### src/rtl/core/atapio_pkg.sv
`timescale 1ns / 1ps
package atapio_pkg;

   localparam int WORDS_PER_SECTOR = 256;
   localparam int SETTLE_READS     = 4;
   localparam int MAX_RES          = 8;

   localparam logic [28:0] POLL_RESET = 29'h1000_0000;

   localparam logic [1:0] OP_START = 2'd0;
   localparam logic [1:0] OP_BUS   = 2'd1;
   localparam logic [1:0] OP_WORD  = 2'd2;

   localparam logic [1:0] CMD_READ  = 2'd0;
   localparam logic [1:0] CMD_WRITE = 2'd1;
   localparam logic [1:0] CMD_IDENT = 2'd2;

   localparam logic [2:0] KIND_BUS_WR  = 3'd0;
   localparam logic [2:0] KIND_BUS_RD  = 3'd1;
   localparam logic [2:0] KIND_HOST_RD = 3'd2;
   localparam logic [2:0] KIND_WANT    = 3'd3;
   localparam logic [2:0] KIND_DONE    = 3'd4;

   localparam logic [3:0] REG_DATA   = 4'd0;
   localparam logic [3:0] REG_COUNT  = 4'd2;
   localparam logic [3:0] REG_LBA_LO = 4'd3;
   localparam logic [3:0] REG_LBA_MI = 4'd4;
   localparam logic [3:0] REG_LBA_HI = 4'd5;
   localparam logic [3:0] REG_DRIVE  = 4'd6;
   localparam logic [3:0] REG_STATUS = 4'd7;
   localparam logic [3:0] REG_ALT    = 4'd8;

   localparam logic [2:0] ST_OK       = 3'd0;
   localparam logic [2:0] ST_BSY_TO   = 3'd1;
   localparam logic [2:0] ST_DRQ_TO   = 3'd2;
   localparam logic [2:0] ST_DEV_ERR  = 3'd3;
   localparam logic [2:0] ST_NO_DEV   = 3'd4;
   localparam logic [2:0] ST_PACKET   = 3'd5;
   localparam logic [2:0] ST_FLUSH_TO = 3'd6;

   localparam logic [7:0] SR_BSY = 8'h80;
   localparam logic [7:0] SR_DRQ = 8'h08;
   localparam logic [7:0] SR_ERR = 8'h01;

   localparam logic [15:0] ATA_READ  = 16'h0020;
   localparam logic [15:0] ATA_WRITE = 16'h0030;
   localparam logic [15:0] ATA_FLUSH = 16'h00E7;
   localparam logic [15:0] ATA_IDENT = 16'h00EC;

   typedef enum logic [4:0] {
      PH_IDLE, PH_PRE_BSY, PH_SET_SEL, PH_SET_CMD, PH_SEC_BSY, PH_SEC_DRQ,
      PH_RD_WORD, PH_WR_WORD, PH_SET_SECT, PH_FL_BSY0, PH_SET_FSEL,
      PH_SET_FCMD, PH_FL_BSY1, PH_ID_SET_SEL, PH_ID_SET_CMD, PH_ID_STATUS,
      PH_ID_BSY, PH_ID_MID, PH_ID_HI_CLEAN, PH_ID_HI_PKT, PH_ID_DRQ, PH_ID_WORD
   } phase_type;

   typedef struct packed {
      phase_type   phase;
      logic [1:0]  command;
      logic        drive;
      logic [27:0] lba;
      logic [8:0]  sectors_left;
      logic [7:0]  word_index;
      logic [28:0] poll_count;
      logic [2:0]  settle_count;
   } state_type;

   typedef struct packed {
      logic [2:0]  kind;
      logic [3:0]  reg_index;
      logic [15:0] bus_value;
      logic [2:0]  result_status;
   } res_type;

   function automatic res_type mk_res(logic [2:0] kind, logic [3:0] idx,
                                      logic [15:0] val, logic [2:0] st);
      res_type r;
      r.kind          = kind;
      r.reg_index     = idx;
      r.bus_value     = val;
      r.result_status = st;
      return r;
   endfunction

   function automatic logic [15:0] sel_value(logic drive, logic [3:0] head);
      return {8'h00, 8'hE0 | {3'b000, drive, 4'h0} | {4'h0, head}};
   endfunction

endpackage

### src/rtl/core/ata_pio_host_sequencer.sv
`timescale 1ns / 1ps
// ATA PIO LBA28 host sequencer.
// req_ channel: one beat per host event. operation 0 starts a command (read,
// write or identify), 1 returns the data of the last requested register read,
// 2 hands over the next word to write. Beats that do not fit the current
// phase are dropped without any result.
// rsp_ channel: register writes, register read requests, host data words,
// word requests and a final done beat with its status; rsp_last marks the
// final beat produced by one req_ beat.
// csr_ channel: writes the poll limit, the number of status reads a wait
// may make before it gives up. Write it only while no command is in flight.
// Timing: a req_ beat is decoded in its accept cycle and its results are
// held in an eight-entry result buffer; the first appears in the next cycle
// and the rest follow one per cycle while rsp_ready is high. A beat has one
// to six results, and a dropped beat has none. req_ready rises again in the
// cycle the last buffered beat is taken, so beats follow back to back.
// A stalled rsp_ready holds the current beat and blocks new req_ beats.
// Reset (synchronous) empties the buffer, returns the sequencer to idle and
// sets the poll limit to 2^28.
module ata_pio_host_sequencer import atapio_pkg::*; (
   input  logic        clock,
   input  logic        reset,
   input  logic        req_valid,
   output logic        req_ready,
   input  logic [1:0]  req_operation,
   input  logic [1:0]  req_command,
   input  logic        req_drive,
   input  logic [27:0] req_lba,
   input  logic [7:0]  req_sector_count,
   input  logic [15:0] req_read_data,
   input  logic [15:0] req_write_word,
   output logic        rsp_valid,
   input  logic        rsp_ready,
   output logic [2:0]  rsp_kind,
   output logic [3:0]  rsp_reg_index,
   output logic [15:0] rsp_bus_value,
   output logic [2:0]  rsp_result_status,
   output logic        rsp_last,
   input  logic        csr_valid,
   output logic        csr_ready,
   input  logic [28:0] csr_poll_limit
);

   state_type     state_ff, state_in;
   logic [28:0]   poll_limit_ff;
   res_type [7:0] buf_ff, buf_in;
   logic [3:0]    count_ff, count_in;
   logic [2:0]    rd_ff;
   logic [3:0]    step_count;
   logic          req_fire, rsp_fire, at_last;
   res_type       head;

   atapio_step u_step (
      .cur          (state_ff),
      .poll_limit   (poll_limit_ff),
      .operation    (req_operation),
      .command      (req_command),
      .drive        (req_drive),
      .lba          (req_lba),
      .sector_count (req_sector_count),
      .read_data    (req_read_data),
      .write_word   (req_write_word),
      .nxt          (state_in),
      .res          (buf_in),
      .res_count    (step_count)
   );

   assign head      = buf_ff[rd_ff];
   assign at_last   = {1'b0, rd_ff} == (count_ff - 4'd1);
   assign rsp_valid = count_ff != 4'd0;
   assign rsp_fire  = rsp_valid && rsp_ready;
   assign req_ready = !rsp_valid || (rsp_ready && at_last);
   assign req_fire  = req_valid && req_ready;
   assign csr_ready = 1'b1;

   assign rsp_kind          = head.kind;
   assign rsp_reg_index     = head.reg_index;
   assign rsp_bus_value     = head.bus_value;
   assign rsp_result_status = head.result_status;
   assign rsp_last          = at_last;

   always_comb begin
      count_in = count_ff;
      if (rsp_fire && at_last) count_in = 4'd0;
      if (req_fire) count_in = step_count;
   end

   always_ff @(posedge clock) begin
      if (reset) begin
         state_ff      <= '{phase: PH_IDLE, default: '0};
         poll_limit_ff <= POLL_RESET;
         count_ff      <= 4'd0;
         rd_ff         <= 3'd0;
      end else begin
         count_ff <= count_in;
         if (req_fire) begin
            state_ff <= state_in;
            rd_ff    <= 3'd0;
         end else if (rsp_fire) begin
            rd_ff <= rd_ff + 3'd1;
         end
         if (csr_valid) poll_limit_ff <= csr_poll_limit;
      end
   end

   // result payload, no reset
   always_ff @(posedge clock) begin
      if (req_fire) buf_ff <= buf_in;
   end

endmodule

### src/rtl/core/atapio_step.sv
`timescale 1ns / 1ps
module atapio_step import atapio_pkg::*; (
   input  state_type       cur,
   input  logic [28:0]     poll_limit,
   input  logic [1:0]      operation,
   input  logic [1:0]      command,
   input  logic            drive,
   input  logic [27:0]     lba,
   input  logic [7:0]      sector_count,
   input  logic [15:0]     read_data,
   input  logic [15:0]     write_word,
   output state_type       nxt,
   output res_type [7:0]   res,
   output logic [3:0]      res_count
);

   logic [7:0]  b;
   logic        bsy, drq, err;
   logic        settle_last, word_last, expired, start_ok, bus_ok, word_ok;
   logic        settle_ph, bsy_ph;
   logic [28:0] poll_next;
   logic [8:0]  sect_next;
   logic [8:0]  cnt_full;
   logic [15:0] count_val;

   assign b           = read_data[7:0];
   assign bsy         = (b & SR_BSY) != 8'h00;
   assign drq         = (b & SR_DRQ) != 8'h00;
   assign err         = (b & SR_ERR) != 8'h00;
   assign settle_last = ({1'b0, cur.settle_count} + 4'd1) >= 4'(SETTLE_READS);
   assign word_last   = {1'b0, cur.word_index} >= 9'(WORDS_PER_SECTOR - 1);
   assign poll_next   = cur.poll_count + 29'd1;
   assign expired     = poll_next >= poll_limit;
   assign sect_next   = cur.sectors_left - 9'd1;
   assign cnt_full    = (sector_count == 8'h00) ? 9'd256 : {1'b0, sector_count};
   assign count_val   = (cur.sectors_left == 9'd256) ? 16'h0000
                                                     : {7'h00, cur.sectors_left};
   assign start_ok    = operation == OP_START && cur.phase == PH_IDLE
                        && command != 2'd3;
   assign bus_ok      = operation == OP_BUS && cur.phase != PH_WR_WORD;
   assign word_ok     = operation == OP_WORD && cur.phase == PH_WR_WORD;
   assign settle_ph   = cur.phase == PH_SET_SEL || cur.phase == PH_SET_CMD
                        || cur.phase == PH_SET_SECT || cur.phase == PH_SET_FSEL
                        || cur.phase == PH_SET_FCMD || cur.phase == PH_ID_SET_SEL
                        || cur.phase == PH_ID_SET_CMD;
   assign bsy_ph      = cur.phase == PH_PRE_BSY || cur.phase == PH_SEC_BSY
                        || cur.phase == PH_FL_BSY0 || cur.phase == PH_FL_BSY1
                        || cur.phase == PH_ID_BSY;

   // next state
   always_comb begin
      nxt = cur;
      if (start_ok) begin
         nxt.command      = command;
         nxt.drive        = drive;
         nxt.lba          = lba;
         nxt.sectors_left = cnt_full;
         nxt.word_index   = 8'h00;
         nxt.poll_count   = 29'd0;
         nxt.settle_count = 3'd0;
         nxt.phase        = (command == CMD_IDENT) ? PH_ID_SET_SEL : PH_PRE_BSY;
      end else if (word_ok) begin
         if (!word_last) begin
            nxt.word_index = cur.word_index + 8'd1;
         end else begin
            nxt.settle_count = 3'd0;
            nxt.phase        = PH_SET_SECT;
         end
      end else if (bus_ok) begin
         if (settle_ph) begin
            if (!settle_last) begin
               nxt.settle_count = cur.settle_count + 3'd1;
            end else begin
               case (cur.phase)
                  PH_SET_SEL: begin
                     nxt.settle_count = 3'd0;
                     nxt.phase        = PH_SET_CMD;
                  end
                  PH_SET_CMD: begin
                     nxt.poll_count = 29'd0;
                     nxt.phase      = PH_SEC_BSY;
                  end
                  PH_SET_SECT: begin
                     nxt.sectors_left = sect_next;
                     nxt.poll_count   = 29'd0;
                     if (sect_next != 9'd0) nxt.phase = PH_SEC_BSY;
                     else if (cur.command == CMD_READ) nxt.phase = PH_IDLE;
                     else nxt.phase = PH_FL_BSY0;
                  end
                  PH_SET_FSEL: begin
                     nxt.settle_count = 3'd0;
                     nxt.phase        = PH_SET_FCMD;
                  end
                  PH_SET_FCMD: begin
                     nxt.poll_count = 29'd0;
                     nxt.phase      = PH_FL_BSY1;
                  end
                  PH_ID_SET_SEL: begin
                     nxt.settle_count = 3'd0;
                     nxt.phase        = PH_ID_SET_CMD;
                  end
                  default: nxt.phase = PH_ID_STATUS;
               endcase
            end
         end else if (bsy_ph) begin
            if (bsy) begin
               nxt.poll_count = poll_next;
               if (expired) nxt.phase = PH_IDLE;
            end else begin
               nxt.settle_count = 3'd0;
               nxt.poll_count   = 29'd0;
               case (cur.phase)
                  PH_PRE_BSY: nxt.phase = PH_SET_SEL;
                  PH_SEC_BSY: nxt.phase = PH_SEC_DRQ;
                  PH_FL_BSY0: nxt.phase = PH_SET_FSEL;
                  PH_FL_BSY1: nxt.phase = PH_IDLE;
                  default:    begin
                     nxt.poll_count = cur.poll_count;
                     nxt.phase      = PH_ID_MID;
                  end
               endcase
            end
         end else begin
            case (cur.phase)
               PH_SEC_DRQ, PH_ID_DRQ: begin
                  if (err) begin
                     nxt.phase = PH_IDLE;
                  end else if (drq) begin
                     nxt.word_index = 8'h00;
                     if (cur.phase == PH_ID_DRQ) nxt.phase = PH_ID_WORD;
                     else if (cur.command == CMD_READ) nxt.phase = PH_RD_WORD;
                     else nxt.phase = PH_WR_WORD;
                  end else begin
                     nxt.poll_count = poll_next;
                     if (expired) nxt.phase = PH_IDLE;
                  end
               end
               PH_RD_WORD, PH_ID_WORD: begin
                  if (!word_last) begin
                     nxt.word_index = cur.word_index + 8'd1;
                  end else if (cur.phase == PH_ID_WORD) begin
                     nxt.phase = PH_IDLE;
                  end else begin
                     nxt.settle_count = 3'd0;
                     nxt.phase        = PH_SET_SECT;
                  end
               end
               PH_ID_STATUS: begin
                  nxt.poll_count = 29'd0;
                  nxt.phase      = (b == 8'h00) ? PH_IDLE : PH_ID_BSY;
               end
               PH_ID_MID: nxt.phase = (b != 8'h00) ? PH_ID_HI_PKT : PH_ID_HI_CLEAN;
               PH_ID_HI_CLEAN, PH_ID_HI_PKT: begin
                  nxt.poll_count = 29'd0;
                  if (cur.phase == PH_ID_HI_PKT || b != 8'h00) nxt.phase = PH_IDLE;
                  else nxt.phase = PH_ID_DRQ;
               end
               default: nxt.phase = cur.phase;
            endcase
         end
      end
   end

   // result list
   always_comb begin
      logic [3:0] n;
      n   = 4'd0;
      res = '0;
      if (start_ok) begin
         if (command == CMD_IDENT) begin
            res[n[2:0]] = mk_res(KIND_BUS_WR, REG_DRIVE, sel_value(drive, 4'h0), ST_OK);
            n = n + 4'd1;
            res[n[2:0]] = mk_res(KIND_BUS_RD, REG_ALT, 16'h0000, ST_OK);
            n = n + 4'd1;
         end else begin
            res[n[2:0]] = mk_res(KIND_BUS_RD, REG_STATUS, 16'h0000, ST_OK);
            n = n + 4'd1;
         end
      end else if (word_ok) begin
         res[n[2:0]] = mk_res(KIND_BUS_WR, REG_DATA, write_word, ST_OK);
         n = n + 4'd1;
         if (!word_last) res[n[2:0]] = mk_res(KIND_WANT, REG_DATA, 16'h0000, ST_OK);
         else res[n[2:0]] = mk_res(KIND_BUS_RD, REG_ALT, 16'h0000, ST_OK);
         n = n + 4'd1;
      end else if (bus_ok) begin
         if (settle_ph) begin
            if (!settle_last) begin
               res[n[2:0]] = mk_res(KIND_BUS_RD, REG_ALT, 16'h0000, ST_OK);
               n = n + 4'd1;
            end else begin
               case (cur.phase)
                  PH_SET_SEL, PH_ID_SET_SEL: begin
                     res[n[2:0]] = mk_res(KIND_BUS_WR, REG_COUNT,
                        (cur.phase == PH_SET_SEL) ? count_val : 16'h0000, ST_OK);
                     n = n + 4'd1;
                     res[n[2:0]] = mk_res(KIND_BUS_WR, REG_LBA_LO,
                        (cur.phase == PH_SET_SEL) ? {8'h00, cur.lba[7:0]} : 16'h0000,
                        ST_OK);
                     n = n + 4'd1;
                     res[n[2:0]] = mk_res(KIND_BUS_WR, REG_LBA_MI,
                        (cur.phase == PH_SET_SEL) ? {8'h00, cur.lba[15:8]} : 16'h0000,
                        ST_OK);
                     n = n + 4'd1;
                     res[n[2:0]] = mk_res(KIND_BUS_WR, REG_LBA_HI,
                        (cur.phase == PH_SET_SEL) ? {8'h00, cur.lba[23:16]} : 16'h0000,
                        ST_OK);
                     n = n + 4'd1;
                     res[n[2:0]] = mk_res(KIND_BUS_WR, REG_STATUS,
                        (cur.phase == PH_ID_SET_SEL) ? ATA_IDENT :
                        (cur.command == CMD_READ) ? ATA_READ : ATA_WRITE, ST_OK);
                     n = n + 4'd1;
                     res[n[2:0]] = mk_res(KIND_BUS_RD, REG_ALT, 16'h0000, ST_OK);
                     n = n + 4'd1;
                  end
                  PH_SET_SECT: begin
                     if (sect_next == 9'd0 && cur.command == CMD_READ)
                        res[n[2:0]] = mk_res(KIND_DONE, REG_DATA, 16'h0000, ST_OK);
                     else
                        res[n[2:0]] = mk_res(KIND_BUS_RD, REG_STATUS, 16'h0000, ST_OK);
                     n = n + 4'd1;
                  end
                  PH_SET_FSEL: begin
                     res[n[2:0]] = mk_res(KIND_BUS_WR, REG_STATUS, ATA_FLUSH, ST_OK);
                     n = n + 4'd1;
                     res[n[2:0]] = mk_res(KIND_BUS_RD, REG_ALT, 16'h0000, ST_OK);
                     n = n + 4'd1;
                  end
                  default: begin
                     res[n[2:0]] = mk_res(KIND_BUS_RD, REG_STATUS, 16'h0000, ST_OK);
                     n = n + 4'd1;
                  end
               endcase
            end
         end else if (bsy_ph) begin
            if (bsy) begin
               if (expired)
                  res[n[2:0]] = mk_res(KIND_DONE, REG_DATA, 16'h0000,
                     (cur.phase == PH_FL_BSY1) ? ST_FLUSH_TO : ST_BSY_TO);
               else
                  res[n[2:0]] = mk_res(KIND_BUS_RD, REG_STATUS, 16'h0000, ST_OK);
               n = n + 4'd1;
            end else begin
               case (cur.phase)
                  PH_PRE_BSY, PH_FL_BSY0: begin
                     res[n[2:0]] = mk_res(KIND_BUS_WR, REG_DRIVE, sel_value(cur.drive,
                        (cur.phase == PH_PRE_BSY) ? cur.lba[27:24] : 4'h0), ST_OK);
                     n = n + 4'd1;
                     res[n[2:0]] = mk_res(KIND_BUS_RD, REG_ALT, 16'h0000, ST_OK);
                     n = n + 4'd1;
                  end
                  PH_SEC_BSY: begin
                     res[n[2:0]] = mk_res(KIND_BUS_RD, REG_STATUS, 16'h0000, ST_OK);
                     n = n + 4'd1;
                  end
                  PH_FL_BSY1: begin
                     res[n[2:0]] = mk_res(KIND_DONE, REG_DATA, 16'h0000, ST_OK);
                     n = n + 4'd1;
                  end
                  default: begin
                     res[n[2:0]] = mk_res(KIND_BUS_RD, REG_LBA_MI, 16'h0000, ST_OK);
                     n = n + 4'd1;
                  end
               endcase
            end
         end else begin
            case (cur.phase)
               PH_SEC_DRQ, PH_ID_DRQ: begin
                  if (err)
                     res[n[2:0]] = mk_res(KIND_DONE, REG_DATA, 16'h0000, ST_DEV_ERR);
                  else if (drq && (cur.phase == PH_ID_DRQ || cur.command == CMD_READ))
                     res[n[2:0]] = mk_res(KIND_BUS_RD, REG_DATA, 16'h0000, ST_OK);
                  else if (drq)
                     res[n[2:0]] = mk_res(KIND_WANT, REG_DATA, 16'h0000, ST_OK);
                  else if (expired)
                     res[n[2:0]] = mk_res(KIND_DONE, REG_DATA, 16'h0000, ST_DRQ_TO);
                  else
                     res[n[2:0]] = mk_res(KIND_BUS_RD, REG_STATUS, 16'h0000, ST_OK);
                  n = n + 4'd1;
               end
               PH_RD_WORD, PH_ID_WORD: begin
                  res[n[2:0]] = mk_res(KIND_HOST_RD, REG_DATA, read_data, ST_OK);
                  n = n + 4'd1;
                  if (!word_last)
                     res[n[2:0]] = mk_res(KIND_BUS_RD, REG_DATA, 16'h0000, ST_OK);
                  else if (cur.phase == PH_ID_WORD)
                     res[n[2:0]] = mk_res(KIND_DONE, REG_DATA, 16'h0000, ST_OK);
                  else
                     res[n[2:0]] = mk_res(KIND_BUS_RD, REG_ALT, 16'h0000, ST_OK);
                  n = n + 4'd1;
               end
               PH_ID_STATUS: begin
                  if (b == 8'h00)
                     res[n[2:0]] = mk_res(KIND_DONE, REG_DATA, 16'h0000, ST_NO_DEV);
                  else
                     res[n[2:0]] = mk_res(KIND_BUS_RD, REG_STATUS, 16'h0000, ST_OK);
                  n = n + 4'd1;
               end
               PH_ID_MID: begin
                  res[n[2:0]] = mk_res(KIND_BUS_RD, REG_LBA_HI, 16'h0000, ST_OK);
                  n = n + 4'd1;
               end
               PH_ID_HI_CLEAN, PH_ID_HI_PKT: begin
                  if (cur.phase == PH_ID_HI_PKT || b != 8'h00)
                     res[n[2:0]] = mk_res(KIND_DONE, REG_DATA, 16'h0000, ST_PACKET);
                  else
                     res[n[2:0]] = mk_res(KIND_BUS_RD, REG_STATUS, 16'h0000, ST_OK);
                  n = n + 4'd1;
               end
               default: n = 4'd0;
            endcase
         end
      end
      res_count = n;
   end

endmodule

### config.mk
export PLATFORM = sky130hd
export DESIGN_NAME = ata_pio_host_sequencer
export DESIGN_NICKNAME = d
export VERILOG_FILES = /design/src/rtl/core/atapio_pkg.sv /design/src/rtl/core/ata_pio_host_sequencer.sv /design/src/rtl/core/atapio_step.sv
export SDC_FILE = /design/constraint.sdc
export NUM_CORES = 1
export LEC_CHECK = 0
export ABC_AREA = 1
export BUFFER_PORTS_ARGS = -buffer_cell sky130_fd_sc_hd__clkbuf_2
export CAP_MARGIN = 20
export CORE_MARGIN = 5
export CORE_UTILIZATION = 35
export CTS_CLUSTER_SIZE = 8
export DETAILED_ROUTE_END_ITERATION = 16
export SYNTH_ARGS = -nofsm -noshare
export SYNTH_HDL_FRONTEND = slang
export SYNTH_SLANG_ARGS = --single-unit
export TNS_END_PERCENT = 50
### constraint.sdc
create_clock -name clock -period 4.7 [get_ports clock]
set_input_delay 1.175 -clock clock [delete_from_list [all_inputs] [get_ports clock]]
set_output_delay 1.175 -clock clock [all_outputs]
set_load 0.01 [all_outputs]
==> reports/results.txt <==
post-synthesis sequential area ratio: 40.20%
TritonCTS clock tree: done
type of the worst setup path: register to register
Post-Synthesis Net Count: 1595
total core area: 29480 um2
area of combinational cells with multiple inputs: 5266 um2
height of the die: 182.2 um
DR WL met2: 15050 um
number of nets in the finished design: 1708
horizontal die dimension: 182.2 um
run status: completed
Hold Fails Final Rpt: 0
post-synthesis average cell area: 7.160 um2
Pins Over Slew Limit: 0
number of top-level pins: 137
Distinct cells, synth: 46
Post-Route Hold Slack: 0.4480 ns
EDFF count, synth: 59
signal arrival time at the worst endpoint: 4.08 ns
effective utilization at floorplan: 35.22%
Cell Pwr Density: 310.0 nW/um2
pin count of the biggest net entering global routing: 88
startpoint kind of the worst setup timing path: register
transition time at the pin with the least slew margin: 1.014 ns
mean routed wirelength per cell: 15.86 um
number of hold buffers added after CTS: 0
clock transition at the registers of the reported paths: 0.07 ns
headroom to the max-slew limit: 32.23%
main flop type after synthesis: sky130_fd_sc_hd__dfxtp_1
highest-count cells in the layout ignoring fill and taps: sky130_fd_sc_hd__nand2_1 (310), sky130_fd_sc_hd__nor2_1 (176), sky130_fd_sc_hd__inv_1 (171)
FF+latch area: 4174 um2
Remaining Overflow, GRT: 0
Top cell by count, worst path: sky130_fd_sc_hd__nand2_1
Num CTS Buffers: 17
Layout fillers: 3087
Max Buffers Root-to-Sink: 2
final worst-path cycle share: 81.54%
top post-synthesis cells by area: sky130_fd_sc_hd__dfxtp_1 (23%), sky130_fd_sc_hd__edfxtp_1 (17%), sky130_fd_sc_hd__nand2_1 (11%)
total routed wire length on the met1 layer: 13940 um
Root Buffer: sky130_fd_sc_hd__clkbuf_16
setup repair after global routing missed its margin: false
TritonCTS Sinks: 179
class of the tightest hold or removal check: register to register
Core Rows: 63
count of mapped cells out of synthesis: 1450
detailed router's first-iteration violation count: 722
Skew-Pair Late Insertion Delay: 0.44 ns
DRC Markers: 0
Top Family by Delay on Critical Path: simple AND/OR/NAND/NOR gates
Final setup violation count: 0
count of buffers added by post-CTS timing repair for setup: 0
met3 routed wirelength: 1526 um
worst-case clock skew: 0.01071 ns
Post-synth ARST share: 0%
critical path capture point type: register
critical path's largest stage delay: 0.50 ns
wirelength, routed: 31190 um
Final TNS setup: 0 ns
post-route minimum period: 3.833 ns
Synth warnings: 0
final setup slack of the worst path: 0.8675 ns
top metal layer carrying routed signals: met4
Worst IR Drop VDD: 0.0002324 V
fraction of layout instances using a drive strength above 1: 13.52%
Resized cells post-CTS: 0
reported max-cap violation count: 0
via/cell ratio: 5.027
post-synthesis cell area: 10380 um2
total global-route track usage: 18.50%
Req. time, crit path: 4.95 ns
crit path max fanout: 6
most common library cell in the layout ignoring fill and taps: sky130_fd_sc_hd__nand2_1
synthesis-to-layout area growth: 16.11%
count of buffering cells on the critical path with inverters included: 1
vias: 9883
worst-path cell with the longest stage delay: sky130_fd_sc_hd__nor3_1
leak pwr: 5.308 nW
H-tree Lvls: 4
number of nets with antenna violations after detailed routing: 0
Achievable Freq: 260.9 MHz
area of the die: 33210 um2
number of global-route vias before repair: 9380
routability congestion estimate from global placement: 0.9546
flip-flop and latch count after synthesis: 179
estimated wirelength of the detail-placed design: 23570 um
worst slack at placement: 0.9560 ns
TritonRoute pass-1 iters: 5
number of inserted diodes: 0
area share of the largest cell type after synthesis: 23.14%
global-route wire length before repair: 49730 um
IO Port Bufs: 135
number of antenna violations at the first check in global routing: 0
crit-path cells: nand2_1 -> nor2_1 -> nand2_1 -> nor3_1 -> nand2_1 -> xnor2_1 -> ha_1 -> nand2_1 -> nor2_1 -> nand2_1 -> nor2_1 -> nand2_1 -> nand2_1 -> nor2_1 -> nand2_1 -> inv_1 -> o21ai_0 -> nand2_1 -> a21oi_1
cell accounting for the most synthesized area: sky130_fd_sc_hd__dfxtp_1
## cell families after synthesis
group           count (synthesis)  share of synthesized area [%]
fa+ha+maj                      38                          4.579
simple gates                  668                          27.49
compound gates                286                          15.21
flops                         179                          40.20
xor+xnor                       39                          3.290
other cells                     1                        0.03612
buf+inv                       239                          9.195
## through the flow
stage | std cells | utilization [%] | cell area, um2 | power (mW)
after floorplan | 1450 | - | 10380 | 2.051
after global placement | 1934 | 38.74 | 11420 | 2.233
after detailed placement | 1934 | 38.74 | 11420 | 2.235
after CTS | 1966 | 40.89 | 12060 | 3.768
after global routing | 1966 | 40.89 | 12060 | 3.896
final | 1966 | 40.89 | 12060 | 3.737
## flip-flops by register name, indices dropped and copies added (netlist names)
signal,cells
buf_ff,59
count_ff,3
poll_limit_ff,29
rd_ff,3
state_ff,85
## area by class of cell
type                       count  share of cell area [%]
clock buffer                  24                   4.359
clock inverter                 8                  0.9133
inverter                     182                   5.667
multi-input combinational   1032                   43.68
sequential                   179                   34.62
tap                          390                   4.048
timing repair buffer         151                   6.705
## report_power, final
group	switching [mW]	internal [mW]
logic	0.337	0.163
clock network	0.634	0.900
registers	0.0305	1.67
total	1.00	2.74
## metal layers
metal,track usage (%),up-vias
li1,-,5017
met1,24.22,4550
met2,31.51,275
met3,3.030,41
met4,5.464,0
met5,0,-
## worst reg2reg max path, cell delays in order (launching register included)
cell and delay [ns]:
sky130_fd_sc_hd__dfxtp_1 0.44, sky130_fd_sc_hd__nand2_1 0.08, sky130_fd_sc_hd__nor2_1 0.18, sky130_fd_sc_hd__nand2_1 0.12, sky130_fd_sc_hd__nor3_1 0.50, sky130_fd_sc_hd__nand2_1 0.20, sky130_fd_sc_hd__xnor2_1 0.20, sky130_fd_sc_hd__ha_1 0.30
sky130_fd_sc_hd__nand2_1 0.06, sky130_fd_sc_hd__nor2_1 0.24, sky130_fd_sc_hd__nand2_1 0.08, sky130_fd_sc_hd__nor2_1 0.14, sky130_fd_sc_hd__nand2_1 0.08, sky130_fd_sc_hd__nand2_1 0.06, sky130_fd_sc_hd__nor2_1 0.06, sky130_fd_sc_hd__nand2_1 0.19
sky130_fd_sc_hd__inv_1 0.12, sky130_fd_sc_hd__o21ai_0 0.23, sky130_fd_sc_hd__nand2_1 0.11, sky130_fd_sc_hd__a21oi_1 0.24
## synth_stat cells (5+ instances only)
master,n
sky130_fd_sc_hd__nand2_1,310
sky130_fd_sc_hd__nor2_1,176
sky130_fd_sc_hd__inv_1,172
sky130_fd_sc_hd__a21oi_1,148
sky130_fd_sc_hd__dfxtp_1,120
sky130_fd_sc_hd__nand3_1,113
sky130_fd_sc_hd__o21ai_0,97
sky130_fd_sc_hd__edfxtp_1,59
sky130_fd_sc_hd__ha_1,38
sky130_fd_sc_hd__clkbuf_1,32
sky130_fd_sc_hd__xor2_1,26
sky130_fd_sc_hd__nor3_1,22
sky130_fd_sc_hd__nand4_1,13
sky130_fd_sc_hd__xnor2_1,13
sky130_fd_sc_hd__buf_2,10
sky130_fd_sc_hd__a32o_1,9
sky130_fd_sc_hd__inv_2,8
sky130_fd_sc_hd__nor4_1,7
sky130_fd_sc_hd__buf_1,6
sky130_fd_sc_hd__buf_4,6
sky130_fd_sc_hd__nand2_2,6
sky130_fd_sc_hd__o2111ai_1,5
sky130_fd_sc_hd__o211ai_1,5
sky130_fd_sc_hd__o21a_1,5
## final timing paths
path,startpoint,end,slack [ns],cells after the start
max,state_ff[5],buf_ff[1],0.87,19
min,state_ff[77],state_ff[77],0.45,2
max reg2reg,state_ff[5],buf_ff[1],0.87,19
min reg2reg,state_ff[77],state_ff[77],0.45,2
No activity file was read; power rests on OpenSTA's default activity.
